--- src/rtl/twtp_pkg.sv ---
// shared types and constants of the tilted window tail pruning block
package twtp_pkg;

  localparam int IDX_W = 7;
  localparam int COUNT_W = 32;
  localparam int FRAC_W = 16;
  localparam int SUM_W = 40;
  localparam int BOUND_W = IDX_W + 1;
  localparam int GRAN_W = 3;

  localparam int BUCKET_COUNT = 72;
  localparam int GRANULARITY_COUNT = 5;
  localparam int GROUP_REGS = 5;

  localparam int QUEUE_DEPTH = 4;

  localparam int CFG_INDEX_W = 3;
  localparam int CFG_DATA_W = 16;

  typedef enum logic [CFG_INDEX_W-1:0] {
    REG_MIN_SUPPORT = 3'd0,
    REG_MAX_ERROR   = 3'd1,
    REG_GROUP_0     = 3'd2,
    REG_GROUP_1     = 3'd3,
    REG_GROUP_2     = 3'd4,
    REG_GROUP_3     = 3'd5,
    REG_GROUP_4     = 3'd6
  } reg_index_t;

  localparam logic [IDX_W-1:0] GROUP_START_RESET [GROUP_REGS] = '{
    7'd0, 7'd4, 7'd28, 7'd59, 7'd71
  };

  typedef struct packed {
    logic [FRAC_W-1:0]                 min_support;
    logic [FRAC_W-1:0]                 max_error;
    logic [GROUP_REGS-1:0][IDX_W-1:0]  group_start;
  } cfg_t;

  // classified bucket handed from the front to the back
  typedef struct packed {
    logic [IDX_W-1:0]   idx;
    logic [COUNT_W-1:0] support;
    logic [COUNT_W-1:0] events;
    logic               acc;
    logic               last;
  } q_item_t;

endpackage

--- src/rtl/twtp_if.sv ---
// request channels of the tilted window tail pruning block
interface twtp_in_if;
  import twtp_pkg::*;
  logic               valid;
  logic               ready;
  logic [IDX_W-1:0]   bucket_index;
  logic [COUNT_W-1:0] pattern_support;
  logic [COUNT_W-1:0] batch_events;
  logic               bucket_unused;
  logic               final_bucket;

  modport source (output valid, bucket_index, pattern_support, batch_events,
                  bucket_unused, final_bucket, input ready);
  modport sink (input valid, bucket_index, pattern_support, batch_events,
                bucket_unused, final_bucket, output ready);
endinterface

interface twtp_out_if;
  import twtp_pkg::*;
  logic              valid;
  logic              ready;
  logic              tail_droppable;
  logic [GRAN_W-1:0] drop_granularity;

  modport source (output valid, tail_droppable, drop_granularity, input ready);
  modport sink (input valid, tail_droppable, drop_granularity, output ready);
endinterface

--- src/rtl/twtp_cfg.sv ---
// configuration register file
module twtp_cfg
  import twtp_pkg::*;
(
  input  logic                   clk,
  input  logic                   rst,
  input  logic                   cfg_we,
  input  logic [CFG_INDEX_W-1:0] cfg_index,
  input  logic [CFG_DATA_W-1:0]  cfg_wdata,
  output cfg_t                   cfg
);

  cfg_t                   regs;
  logic [CFG_INDEX_W-1:0] group_sel;

  assign group_sel = CFG_INDEX_W'(cfg_index - REG_GROUP_0);
  assign cfg = regs;

  always_ff @(posedge clk) begin
    if (rst) begin
      regs.min_support <= '0;
      regs.max_error <= '0;
      for (int i = 0; i < GROUP_REGS; i++) begin
        regs.group_start[i] <= GROUP_START_RESET[i];
      end
    end else if (cfg_we) begin
      unique case (cfg_index) inside
        REG_MIN_SUPPORT: regs.min_support <= cfg_wdata;
        REG_MAX_ERROR:   regs.max_error <= cfg_wdata;
        [REG_GROUP_0:REG_GROUP_4]: begin
          regs.group_start[group_sel] <= cfg_wdata[IDX_W-1:0];
        end
        default: ;
      endcase
    end
  end

endmodule

--- src/rtl/twtp_front.sv ---
// front end: accepts buckets and tracks the run below minimum support
module twtp_front
  import twtp_pkg::*;
(
  input  logic    clk,
  input  logic    rst,
  twtp_in_if.sink bucket,
  input  cfg_t    cfg,
  input  logic    q_full,
  output logic    q_push,
  output q_item_t q_item
);

  logic                          below_min_run;
  logic                          accept;
  logic                          used;
  logic                          below_min;
  logic [COUNT_W+FRAC_W-1:0]     min_limit;

  assign bucket.ready = !q_full;
  assign accept = bucket.valid && bucket.ready;
  assign q_push = accept;

  // support < ceil(f * batch) done exactly as support * 2^16 < f * batch
  assign min_limit = (COUNT_W+FRAC_W)'(cfg.min_support) *
                     (COUNT_W+FRAC_W)'(bucket.batch_events);
  assign below_min = {bucket.pattern_support, {FRAC_W{1'b0}}} < min_limit;
  assign used = !bucket.bucket_unused;

  always_comb begin
    q_item.idx = bucket.bucket_index;
    q_item.support = bucket.pattern_support;
    q_item.events = bucket.batch_events;
    q_item.acc = used && below_min_run && below_min;
    q_item.last = bucket.final_bucket;
  end

  always_ff @(posedge clk) begin
    if (rst) begin
      below_min_run <= 1'b1;
    end else if (accept) begin
      if (bucket.final_bucket) begin
        below_min_run <= 1'b1;
      end else if (used && !below_min) begin
        below_min_run <= 1'b0;
      end
    end
  end

endmodule

--- src/rtl/twtp_queue.sv ---
// small queue of classified buckets between front and back
module twtp_queue
  import twtp_pkg::*;
#(
  parameter int DEPTH = QUEUE_DEPTH
) (
  input  logic    clk,
  input  logic    rst,
  input  logic    push,
  input  q_item_t push_item,
  output logic    full,
  input  logic    pop,
  output logic    pop_valid,
  output q_item_t pop_item
);

  localparam int PTR_W = $clog2(DEPTH);
  localparam int CNT_W = $clog2(DEPTH + 1);

  q_item_t          slots [DEPTH];
  logic [PTR_W-1:0] wr_ptr;
  logic [PTR_W-1:0] rd_ptr;
  logic [CNT_W-1:0] count;
  logic             do_push;
  logic             do_pop;

  assign full = count == CNT_W'(DEPTH);
  assign pop_valid = count != '0;
  assign do_push = push && !full;
  assign do_pop = pop && pop_valid;
  assign pop_item = slots[rd_ptr];

  always_ff @(posedge clk) begin
    if (do_push) begin
      slots[wr_ptr] <= push_item;
    end
  end

  always_ff @(posedge clk) begin
    if (rst) begin
      wr_ptr <= '0;
      rd_ptr <= '0;
      count <= '0;
    end else begin
      if (do_push) begin
        wr_ptr <= (wr_ptr == PTR_W'(DEPTH - 1)) ? '0 : wr_ptr + 1'b1;
      end
      if (do_pop) begin
        rd_ptr <= (rd_ptr == PTR_W'(DEPTH - 1)) ? '0 : rd_ptr + 1'b1;
      end
      if (do_push && !do_pop) begin
        count <= count + 1'b1;
      end else if (do_pop && !do_push) begin
        count <= count - 1'b1;
      end
    end
  end

endmodule

--- src/rtl/twtp_back.sv ---
// back end: error scan pipeline, granularity pick and verdict register
module twtp_back
  import twtp_pkg::*;
(
  input  logic        clk,
  input  logic        rst,
  input  cfg_t        cfg,
  input  logic        q_valid,
  input  q_item_t     q_item,
  output logic        q_pop,
  twtp_out_if.source  verdict
);

  localparam int PROD_W = SUM_W + FRAC_W;

  logic en;

  // running sums of the current window
  logic [SUM_W-1:0] sum_support;
  logic [SUM_W-1:0] sum_events;
  logic [SUM_W:0]   add_support;
  logic [SUM_W:0]   add_events;
  logic [SUM_W-1:0] sat_support;
  logic [SUM_W-1:0] sat_events;
  logic [SUM_W-1:0] new_support;
  logic [SUM_W-1:0] new_events;

  // stage 1: sums after this bucket
  logic             v1;
  logic             acc1;
  logic             last1;
  logic [IDX_W-1:0] idx1;
  logic [SUM_W-1:0] s1_support;
  logic [SUM_W-1:0] s1_events;

  // stage 2: error limit product
  logic              v2;
  logic              acc2;
  logic              last2;
  logic [IDX_W-1:0]  idx2;
  logic [SUM_W-1:0]  s2_support;
  logic [PROD_W-1:0] s2_limit;

  // stage 3: scan two state
  logic             below_error_run;
  logic             prune_found;
  logic [IDX_W-1:0] prune_index;
  logic             hit;
  logic             below_error;
  logic             error_run_next;
  logic             found_next;
  logic [IDX_W-1:0] index_next;

  // window result waiting for the granularity pick
  logic             r_valid;
  logic             r_found;
  logic [IDX_W-1:0] r_index;

  logic               out_valid;
  logic [BOUND_W-1:0] bound [GRANULARITY_COUNT+1];
  logic [BOUND_W-1:0] r_index_wide;
  logic               drop_pick;
  logic [GRAN_W-1:0]  gran_pick;

  assign en = !out_valid || verdict.ready;
  assign q_pop = en;
  assign verdict.valid = out_valid;

  // saturating accumulate
  assign add_support = {1'b0, sum_support} + (SUM_W+1)'(q_item.support);
  assign add_events = {1'b0, sum_events} + (SUM_W+1)'(q_item.events);
  assign sat_support = add_support[SUM_W] ? '1 : add_support[SUM_W-1:0];
  assign sat_events = add_events[SUM_W] ? '1 : add_events[SUM_W-1:0];
  assign new_support = q_item.acc ? sat_support : sum_support;
  assign new_events = q_item.acc ? sat_events : sum_events;

  assign hit = v2 && acc2 && below_error_run;
  assign below_error = {s2_support, {FRAC_W{1'b0}}} < s2_limit;
  assign error_run_next = (hit && !below_error) ? 1'b0 : below_error_run;
  assign found_next = prune_found || (hit && below_error);
  assign index_next = (hit && below_error) ? idx2 : prune_index;

  assign r_index_wide = {1'b0, r_index};

  always_comb begin
    for (int g = 0; g < GRANULARITY_COUNT; g++) begin
      bound[g] = {1'b0, cfg.group_start[g]};
    end
    bound[GRANULARITY_COUNT] = BOUND_W'(BUCKET_COUNT);
    drop_pick = 1'b0;
    gran_pick = '0;
    for (int g = 0; g < GRANULARITY_COUNT; g++) begin
      if (!drop_pick && r_found && r_index_wide <= bound[g] &&
          r_index_wide < bound[g+1]) begin
        drop_pick = 1'b1;
        gran_pick = GRAN_W'(g);
      end
    end
  end

  always_ff @(posedge clk) begin
    if (rst) begin
      v1 <= 1'b0;
      v2 <= 1'b0;
      r_valid <= 1'b0;
      out_valid <= 1'b0;
      sum_support <= '0;
      sum_events <= '0;
      below_error_run <= 1'b1;
      prune_found <= 1'b0;
      prune_index <= '0;
    end else if (en) begin
      v1 <= q_valid;
      v2 <= v1;
      r_valid <= v2 && last2;
      out_valid <= r_valid;
      if (q_valid) begin
        sum_support <= q_item.last ? '0 : new_support;
        sum_events <= q_item.last ? '0 : new_events;
      end
      if (v2) begin
        if (last2) begin
          below_error_run <= 1'b1;
          prune_found <= 1'b0;
          prune_index <= '0;
        end else begin
          below_error_run <= error_run_next;
          prune_found <= found_next;
          prune_index <= index_next;
        end
      end
    end
  end

  always_ff @(posedge clk) begin
    if (en) begin
      acc1 <= q_item.acc;
      last1 <= q_item.last;
      idx1 <= q_item.idx;
      s1_support <= new_support;
      s1_events <= new_events;

      acc2 <= acc1;
      last2 <= last1;
      idx2 <= idx1;
      s2_support <= s1_support;
      s2_limit <= PROD_W'(cfg.max_error) * PROD_W'(s1_events);

      r_found <= found_next;
      r_index <= index_next;

      verdict.tail_droppable <= drop_pick;
      verdict.drop_granularity <= gran_pick;
    end
  end

endmodule

--- src/rtl/tilted_window_tail_prune_top.sv ---
// top level of the tilted window tail pruning block
//
// decides how much of a pattern's tilted time window can be pruned. buckets
// enter on the bucket channel oldest first, one request per window position,
// the last one flagged final_bucket; an empty window is one unused final
// request. every final request yields exactly one verdict request carrying
// tail_droppable and drop_granularity; other buckets yield nothing. the block
// takes one bucket per clock cycle while the queue is not full, without a gap
// between windows. the front tests each bucket against min_support with a 16x32
// multiply and compare and tracks the run of low-support buckets; a queue of
// QUEUE_DEPTH entries decouples it from the back, which accumulates saturating
// 40-bit sums, forms max_support_error times the summed batch size in a 16x40
// multiply stage, updates the pruning scan and picks the granularity. a final
// bucket passes the queue, stage 1, stage 2, the window result register and the
// verdict register. configuration registers are written through cfg_we,
// cfg_index and cfg_wdata and must only change while no window is in flight.
module tilted_window_tail_prune_top
  import twtp_pkg::*;
#(
  parameter int QUEUE_DEPTH = twtp_pkg::QUEUE_DEPTH
) (
  input  logic                   clk,
  input  logic                   rst,
  twtp_in_if.sink                bucket,
  twtp_out_if.source             verdict,
  input  logic                   cfg_we,
  input  logic [CFG_INDEX_W-1:0] cfg_index,
  input  logic [CFG_DATA_W-1:0]  cfg_wdata
);

  // register file contents
  cfg_t    cfg;

  // front to queue
  logic    q_push;
  q_item_t q_push_item;
  logic    q_full;

  // queue to back
  logic    q_pop;
  logic    q_valid;
  q_item_t q_pop_item;

  twtp_cfg u_cfg (
    .clk       (clk),
    .rst       (rst),
    .cfg_we    (cfg_we),
    .cfg_index (cfg_index),
    .cfg_wdata (cfg_wdata),
    .cfg       (cfg)
  );

  // classify each bucket as it is taken
  twtp_front u_front (
    .clk    (clk),
    .rst    (rst),
    .bucket (bucket),
    .cfg    (cfg),
    .q_full (q_full),
    .q_push (q_push),
    .q_item (q_push_item)
  );

  // lets the front keep taking buckets while a verdict waits
  twtp_queue #(
    .DEPTH (QUEUE_DEPTH)
  ) u_queue (
    .clk       (clk),
    .rst       (rst),
    .push      (q_push),
    .push_item (q_push_item),
    .full      (q_full),
    .pop       (q_pop),
    .pop_valid (q_valid),
    .pop_item  (q_pop_item)
  );

  // error scan, granularity pick and verdict output register
  twtp_back u_back (
    .clk     (clk),
    .rst     (rst),
    .cfg     (cfg),
    .q_valid (q_valid),
    .q_item  (q_pop_item),
    .q_pop   (q_pop),
    .verdict (verdict)
  );

  // a full queue must hold off the bucket channel
  assert property (@(posedge clk) disable iff (rst) q_full |-> !bucket.ready)
    else $error("bucket taken while queue full");

  // a verdict that drops nothing carries granularity zero
  assert property (@(posedge clk) disable iff (rst)
    verdict.valid && !verdict.tail_droppable |-> verdict.drop_granularity == '0)
    else $error("granularity set on a verdict that drops nothing");

  // the chosen granularity exists
  assert property (@(posedge clk) disable iff (rst)
    verdict.valid |-> verdict.drop_granularity < GRAN_W'(GRANULARITY_COUNT))
    else $error("granularity out of range");

endmodule
--- src/flat_wrapper.sv ---
// flat-port wrapper written by rule: the top's interface ports become plain ports
module tilted_window_tail_prune_top_flat import twtp_pkg::*;
#(
  parameter int QUEUE_DEPTH = twtp_pkg::QUEUE_DEPTH
)
  (clk, rst, cfg_we, cfg_index, cfg_wdata, bucket_valid, bucket_bucket_index, bucket_pattern_support, bucket_batch_events, bucket_bucket_unused, bucket_final_bucket, bucket_ready, verdict_valid, verdict_tail_droppable, verdict_drop_granularity, verdict_ready);
  twtp_in_if bucket_i ();
  twtp_out_if verdict_i ();
  input  logic clk;
  input  logic rst;
  input  logic cfg_we;
  input  logic [CFG_INDEX_W-1:0] cfg_index;
  input  logic [CFG_DATA_W-1:0] cfg_wdata;
  input wire logic [$bits(bucket_i.valid)-1:0] bucket_valid;
  input wire logic [$bits(bucket_i.bucket_index)-1:0] bucket_bucket_index;
  input wire logic [$bits(bucket_i.pattern_support)-1:0] bucket_pattern_support;
  input wire logic [$bits(bucket_i.batch_events)-1:0] bucket_batch_events;
  input wire logic [$bits(bucket_i.bucket_unused)-1:0] bucket_bucket_unused;
  input wire logic [$bits(bucket_i.final_bucket)-1:0] bucket_final_bucket;
  output wire logic [$bits(bucket_i.ready)-1:0] bucket_ready;
  output wire logic [$bits(verdict_i.valid)-1:0] verdict_valid;
  output wire logic [$bits(verdict_i.tail_droppable)-1:0] verdict_tail_droppable;
  output wire logic [$bits(verdict_i.drop_granularity)-1:0] verdict_drop_granularity;
  input wire logic [$bits(verdict_i.ready)-1:0] verdict_ready;
  assign bucket_i.valid = bucket_valid;
  assign bucket_i.bucket_index = bucket_bucket_index;
  assign bucket_i.pattern_support = bucket_pattern_support;
  assign bucket_i.batch_events = bucket_batch_events;
  assign bucket_i.bucket_unused = bucket_bucket_unused;
  assign bucket_i.final_bucket = bucket_final_bucket;
  assign bucket_ready = bucket_i.ready;
  assign verdict_valid = verdict_i.valid;
  assign verdict_tail_droppable = verdict_i.tail_droppable;
  assign verdict_drop_granularity = verdict_i.drop_granularity;
  assign verdict_i.ready = verdict_ready;
  tilted_window_tail_prune_top #(.QUEUE_DEPTH(QUEUE_DEPTH)) u_core (.clk(clk), .rst(rst), .bucket(bucket_i), .verdict(verdict_i), .cfg_we(cfg_we), .cfg_index(cfg_index), .cfg_wdata(cfg_wdata));
endmodule
--- config.mk ---
export PLATFORM = sky130hd
export DESIGN_NAME = tilted_window_tail_prune_top_flat
export DESIGN_NICKNAME = d
export VERILOG_FILES = /design/src/rtl/twtp_pkg.sv /design/src/rtl/twtp_if.sv /design/src/rtl/twtp_cfg.sv /design/src/rtl/twtp_front.sv /design/src/rtl/twtp_queue.sv /design/src/rtl/twtp_back.sv /design/src/rtl/tilted_window_tail_prune_top.sv /design/src/flat_wrapper.sv
export SDC_FILE = /design/constraint.sdc
export NUM_CORES = 2
export LEC_CHECK = 0
export BUFFER_PORTS_ARGS = -buffer_cell sky130_fd_sc_hd__buf_2
export CAP_MARGIN = 20
export CORE_ASPECT_RATIO = 1.1
export CORE_MARGIN = 2
export CORE_UTILIZATION = 59
export DETAILED_ROUTE_END_ITERATION = 12
export GPL_TIMING_DRIVEN = 0
export HOLD_SLACK_MARGIN = 0.05
export PLACE_DENSITY = 0.86
export SKIP_CTS_REPAIR_TIMING = 1
export SLEW_MARGIN = 20
export SYNTH_ARGS = -nofsm -noshare
export SYNTH_HDL_FRONTEND = slang
export SYNTH_SLANG_ARGS = --single-unit
--- constraint.sdc ---
create_clock -name clk -period 10.5 [get_ports clk]
set_clock_uncertainty 0.15 [all_clocks]
set_input_delay 3.15 -clock clk [delete_from_list [all_inputs] [get_ports clk]]
set_output_delay 3.15 -clock clk [all_outputs]
set_load 0.005 [all_outputs]
Word level (Yosys, flattened, before mapping)
Memory sizes are Yosys's and may differ from the RTL's. A register that Yosys moved wholly into a read port is not among the register bits.
Cells that the tools add are included.
{"block": "totals", "mem_count": 1, "ram_bits": 292, "output_inout_bits": 6, "wordCells": 149, "inputBits": 97, "register_bits": 374}
{"block": "classes", "add_sub_neg": 7, "muxes": 31, "order_cmp": 16, "eq_ne": 4, "reduce_logical": 54, "multipliers": 2}
{"name": "u_core.u_queue.slots", "words": 4, "width": 73, "read_ports": 1, "rd_clocked_by_memory_dff": 1, "write_ports": 1, "line": "twtp_queue.sv:20", "rtl": "q_item_t slots [DEPTH];"}
{"op": "$mux 40", "count": 6}
{"op": "$add 40x32->41", "count": 2}
{"op": "$lt 56x56->1", "count": 1}
{"op": "$mul 16x40->56", "count": 1}
{"op": "$lt 48x48->1", "count": 1}
{"op": "$mul 16x32->48", "count": 1}
{"op": "$bwmux 35", "count": 1}
{"op": "$le 7x7->1", "count": 5}
{"op": "$logic_and 1x1->1", "count": 29}
{"op": "$lt 7x7->1", "count": 4}
{"op": "$demux 7 s3", "count": 1}
{"op": "$mux 7", "count": 3}
{"op": "$mux 1", "count": 12}
{"op": "$mux 3", "count": 4}
{"op": "$reduce_and 2->1", "count": 6}
{"op": "$logic_not 1->1", "count": 11}
{"op": "$mux 2", "count": 4}
{"op": "$lt 7x7->1 const B", "count": 1}
{"op": "$reduce_bool 2->1", "count": 3}
{"op": "$add 2x1->2 const B", "count": 2}
{"op": "$eq 2x2->1 const B", "count": 2}
{"op": "$lt 3x4->1 const B", "count": 1}
{"op": "$add 3x1->3 const B", "count": 1}
{"op": "$eq 3x1->1 const B", "count": 1}
{"op": "10 further kinds", "count": 11}

Depth between registers and ports, before layout
{"block": "logic_depth", "depth_word": 23, "ltp_mapped": 35}

Modules after synthesis
A second synthesis with hierarchy kept.
{"block": "unflattened", "cells_unflattened": 6701, "hier_area_um2": 67765.0}
{"mod": "twtp_back", "cells_per_inst": 3931, "area_per_inst_um2": 36374.9, "seq_area_each_um2": 8047.7, "n_inst": 1}
{"mod": "twtp_front", "cells_per_inst": 2081, "area_per_inst_um2": 17594.4, "seq_area_each_um2": 20.0, "n_inst": 1}
{"mod": "twtp_queue", "cells_per_inst": 431, "area_per_inst_um2": 11041.8, "seq_area_each_um2": 8948.6, "n_inst": 1}
{"mod": "twtp_cfg", "cells_per_inst": 258, "area_per_inst_um2": 2753.9, "seq_area_each_um2": 1341.3, "n_inst": 1}

Least setup slack after synthesis
No wires, ideal clock.
{"block": "synth_path", "path_kind": "input-to-reg", "from": "input port bucket_batch_events[18]", "to": "memory u_core.u_queue.slots[0][1] (netlist name), data pin", "t_arrival_ns": 10.285, "path_stages": 31, "slack_ns": -0.194, "path_cell_list": "clkbuf_1 > nand2_1 > fa_1 > fa_1 > fa_1 > inv_1 > fa_1 > fa_1 > inv_1 > fa_1 > inv_1 > ha_1 > clkbuf_1 > a21o_1 > o21bai_1 > a221o_1 > a41oi_1 > o41ai_2 > a31oi_1 > o21ai_2 > a221oi_2 > xor2_1 > ha_1 > nand4_1 > nor4_1 > and3_1 > nand4_1 > a2111oi_0 > o2111ai_1 > nand3_1 > nor2_1"}
{"item": "from (decl)", "line": "flat_wrapper.sv:17", "rtl": "input wire logic [$bits(bucket_i.batch_events)-1:0] bucket_batch_events;"}
{"item": "to (decl)", "line": "twtp_queue.sv:20"}

==> impl_metrics.tcl <==
set metrics [dict create \
    finalWirelength_um 206300 \
    r2r_setup_slack_ps 800 \
    syn-num-nets 8033 \
    synth_top_area_share_pct 28.82 \
    fin_cells 8350 \
    synth-adder-area-share_pct 36.86 \
    syn_inst 6560 \
    seq_area_frac_synth_pct 27.79 \
    dp_hpwl_um 159300 \
    arrival_ps 11320 \
    max_stage_delay_ps 630 \
    report.final.slew_viol_count 0 \
    switching_share_pct 43.15 \
    insertion_delay_ps 670 \
    setup.worst_path.class "in -> reg" \
    antenna_found_initial 13 \
    switching_power_mw 5.295 \
    fin_crit_sh_pct 105.6 \
    holdCritPathClass "reg -> reg" \
    gp_congestion 1.065 \
    grt_max_degree 120 \
    grt_first_pass_wirelength_um 309400 \
    ios 103 \
    status "finished with violations" \
    synth-compound-area-share_pct 8.768 \
    hold_violations 0 \
    ys_warn_count 0 \
    synthXorXnorAreaFrac_pct 1.909 \
    cts_sinks 668 \
    synth-edff-count 498 \
    fin_util_pct 65.58 \
    dieArea_um2 114700 \
    synth.top_cells.by_area "fa_1 (29%), edfxtp_1 (23%), ha_1 (8.0%), nand2_1 (6.1%), inv_1 (6.0%)" \
    synth_top_family_by_area "adder cells" \
    fin_nets 8258 \
    violations "negative setup slack" \
    crit_path_max_fanout 11 \
    drc 0 \
    cts_buffers 71 \
    setup_viol 5 \
    slew_headroom_pct 21.75 \
    reg2regPathDepth 30 \
    grt_pass1_vias 53190 \
    synth-simple-area-share_pct 14.01 \
    synthDistinctLibCells 94 \
    die_x_um 323.1 \
    synthArstFlopShare_pct 0 \
    rsz0062_at_grt "true" \
    maxCapViolCount 0 \
    core-area_um2 110800 \
    drive_gt1_share_pct 7.802 \
    clockPowerShare_pct 21.6 \
    track_usage_pct 36.02 \
    overflow 0 \
    startpoint_type "input pin" \
    synth_ff_type "edfxtp_1" \
    yosysTopAreaCell "fa_1" \
    clk_path_buf_depth 3 \
    syn2layout_area_growth_pct 10.01 \
    ys_top_cells_by_count "nand2_1 (1080), inv_1 (1050), fa_1 (951)" \
    vdd_drop_max_uv 152.8 \
    vias 51040 \
    initial_utilization_pct 59.61 \
    numPortBuffers 99 \
    synthMuxAreaShare_pct 2.871 \
    period_needed_ps 11090 \
    combinationalPowerShare_pct 45.8 \
    pre_cts_slack_ps -2253 \
    synth_area_per_cell_um2 10.07 \
    p_seq_share_pct 32.6 \
    required_ps 10730 \
    drtIter0Drc 4987 \
    vias_per_cell 6.113 \
    netlist_area_um2 66070 \
    fmaxAchievable_ghz 0.09020 \
    slowest_stage "fa_2" \
    path_common_cell "fa_1" \
    rows 128 \
    drt_pass1_iterations 9 \
    h-tree-depth 3 \
    cts.clk_slew.worst_paths_ps 60 \
    die_height_um 355.0 \
    synth_seq_cells 668 \
    ant_nets 0 \
    cts-root-buf "clkbuf_16" \
    worst_setup_path_end_kind "flip-flop" \
    setup_ws_ps -586.5 \
    synth_most_common_cell "nand2_1" \
    power_mw 12.27 \
    place_inst 8159 \
    tritoncts "built" \
    p_int_mw 6.978 \
    power.density_nw_per_um2 168.9 \
    leakage_nw 30.52 \
    tightest_slew_ps 1174 \
    wl_per_cell_um 24.71 \
    holdPathStages 0 \
]
## cell families after synthesis
group	Yosys count
multiplexers	99
buffers and inverters	1358
AO/OA/AOI/OAI	896
XOR/XNOR	144
AND/OR/NAND/NOR	2019
flip-flops	668
adder cells (fa/ha/maj)	1376
## power by group through the flow
stage,Clock [mW],Sequential (mW),Combinational [mW]
finish,2.65,4.00,5.62
floorplan,0,3.77,3.60
global route,2.76,4.02,6.02
CTS,2.66,3.96,5.37
detailed placement,0,4.00,5.30
global placement,0,3.99,5.14
## critical path, delay by kind of cell
kind	cells	cell delay, ps
AND/OR/NAND/NOR	9	1710
AO/OA/AOI/OAI	8	2070
buffers and inverters	5	530
XOR/XNOR	1	110
adder cells (fa/ha/maj)	8	3740
## stage by stage
step | TNS, ps | area (um^2) | hold slack [ps]
2_1_floorplan | 0 | 66090 | 250.3
3_3_place_gp | -12210 | 68450 | 250.3
3_5_place_dp | -11100 | 68630 | 254.5
4_1_cts | -8397 | 71100 | 230.9
5_1_grt | -3888 | 72680 | 270.5
6_report | -2856 | 72680 | 238.7
## cell type report
cell class / count / area, um^2
Tap cell: 1495 / 1871
Fill cell: 8320 / 38140
Antenna cell: 11 / 27.53
Buffer: 301 / 1529
Clock buffer: 88 / 1912
Sequential cell: 668 / 18360
Inverter: 1051 / 3959
Timing Repair Buffer: 158 / 1388
Multi-Input combinational cell: 4534 / 43080
Clock inverter: 44 / 564.3
## registers in the layout, indices dropped and copies added (netlist names), 2 cells and up, named ones only
signal                                  flops
u_core.u_queue.rd_ptr                       2
u_core.u_back.r_index                       7
u_core.u_queue.count                        3
u_core.u_cfg.cfg                           67
u_core.u_queue.wr_ptr                       2
u_core.u_back.idx2                          7
u_core.u_back.idx1                          7
u_core.u_back.verdict.drop_granularity      3
u_core.u_back.s2_limit                     56
u_core.u_back.sum_support                  40
u_core.u_back.s1_support                   40
u_core.u_back.s1_events                    40
u_core.u_back.s2_support                   40
u_core.u_queue.slots                      292
u_core.u_back.sum_events                   40
u_core.u_back.prune_index                   7
## routing by layer
layer	part of all wire (%)	wire length, um	track usage [%]
met2	47	97980	58.72
met3	9.4	19470	7.079
met5	0.0078	16	0
met1	32	66860	40.68
met4	11	21970	30.96
## worst paths after layout
| kind | start | endpoint |
|---|---|---|
| max | bucket_batch_events[22] | u_core.u_queue.slots[0][1]$_DFFE_PP_ |
| min | u_core.u_back.s1_support[32]$_DFFE_PN_ | u_core.u_back.s2_support[32]$_DFFE_PN_ |
| max reg2reg | u_core.u_cfg.cfg[52]$_SDFFE_PP0P_ | u_core.u_queue.slots[0][1]$_DFFE_PP_ |
| min reg2reg | u_core.u_back.s1_support[32]$_DFFE_PN_ | u_core.u_back.s2_support[32]$_DFFE_PN_ |
## placed cells by master (no fill, tap or decap), types with 22 or more instances in the layout
| cell type | n |
|---|---|
| dfxtp_1 | 170 |
| mux4_2 | 71 |
| xnor2_1 | 85 |
| ha_1 | 409 |
| nand3_1 | 60 |
| a211oi_1 | 33 |
| buf_2 | 85 |
| nand4_1 | 38 |
| xor2_1 | 59 |
| buf_4 | 55 |
| fa_1 | 938 |
| o21ai_0 | 142 |
| a31oi_1 | 31 |
| o21a_1 | 33 |
| edfxtp_1 | 498 |
| nand2_1 | 1079 |
| a21oi_1 | 307 |
| nor2b_1 | 37 |
| and2_1 | 350 |
| and3_1 | 37 |
| a21o_1 | 97 |
| nor2_1 | 250 |
| nand2b_1 | 32 |
| o211ai_1 | 34 |
| nor3_1 | 43 |
| clkbuf_16 | 75 |
| o21bai_1 | 22 |
| clkbuf_1 | 243 |
| inv_1 | 1041 |
| o22a_1 | 22 |
No activity file was read; power rests on OpenSTA's default activity.
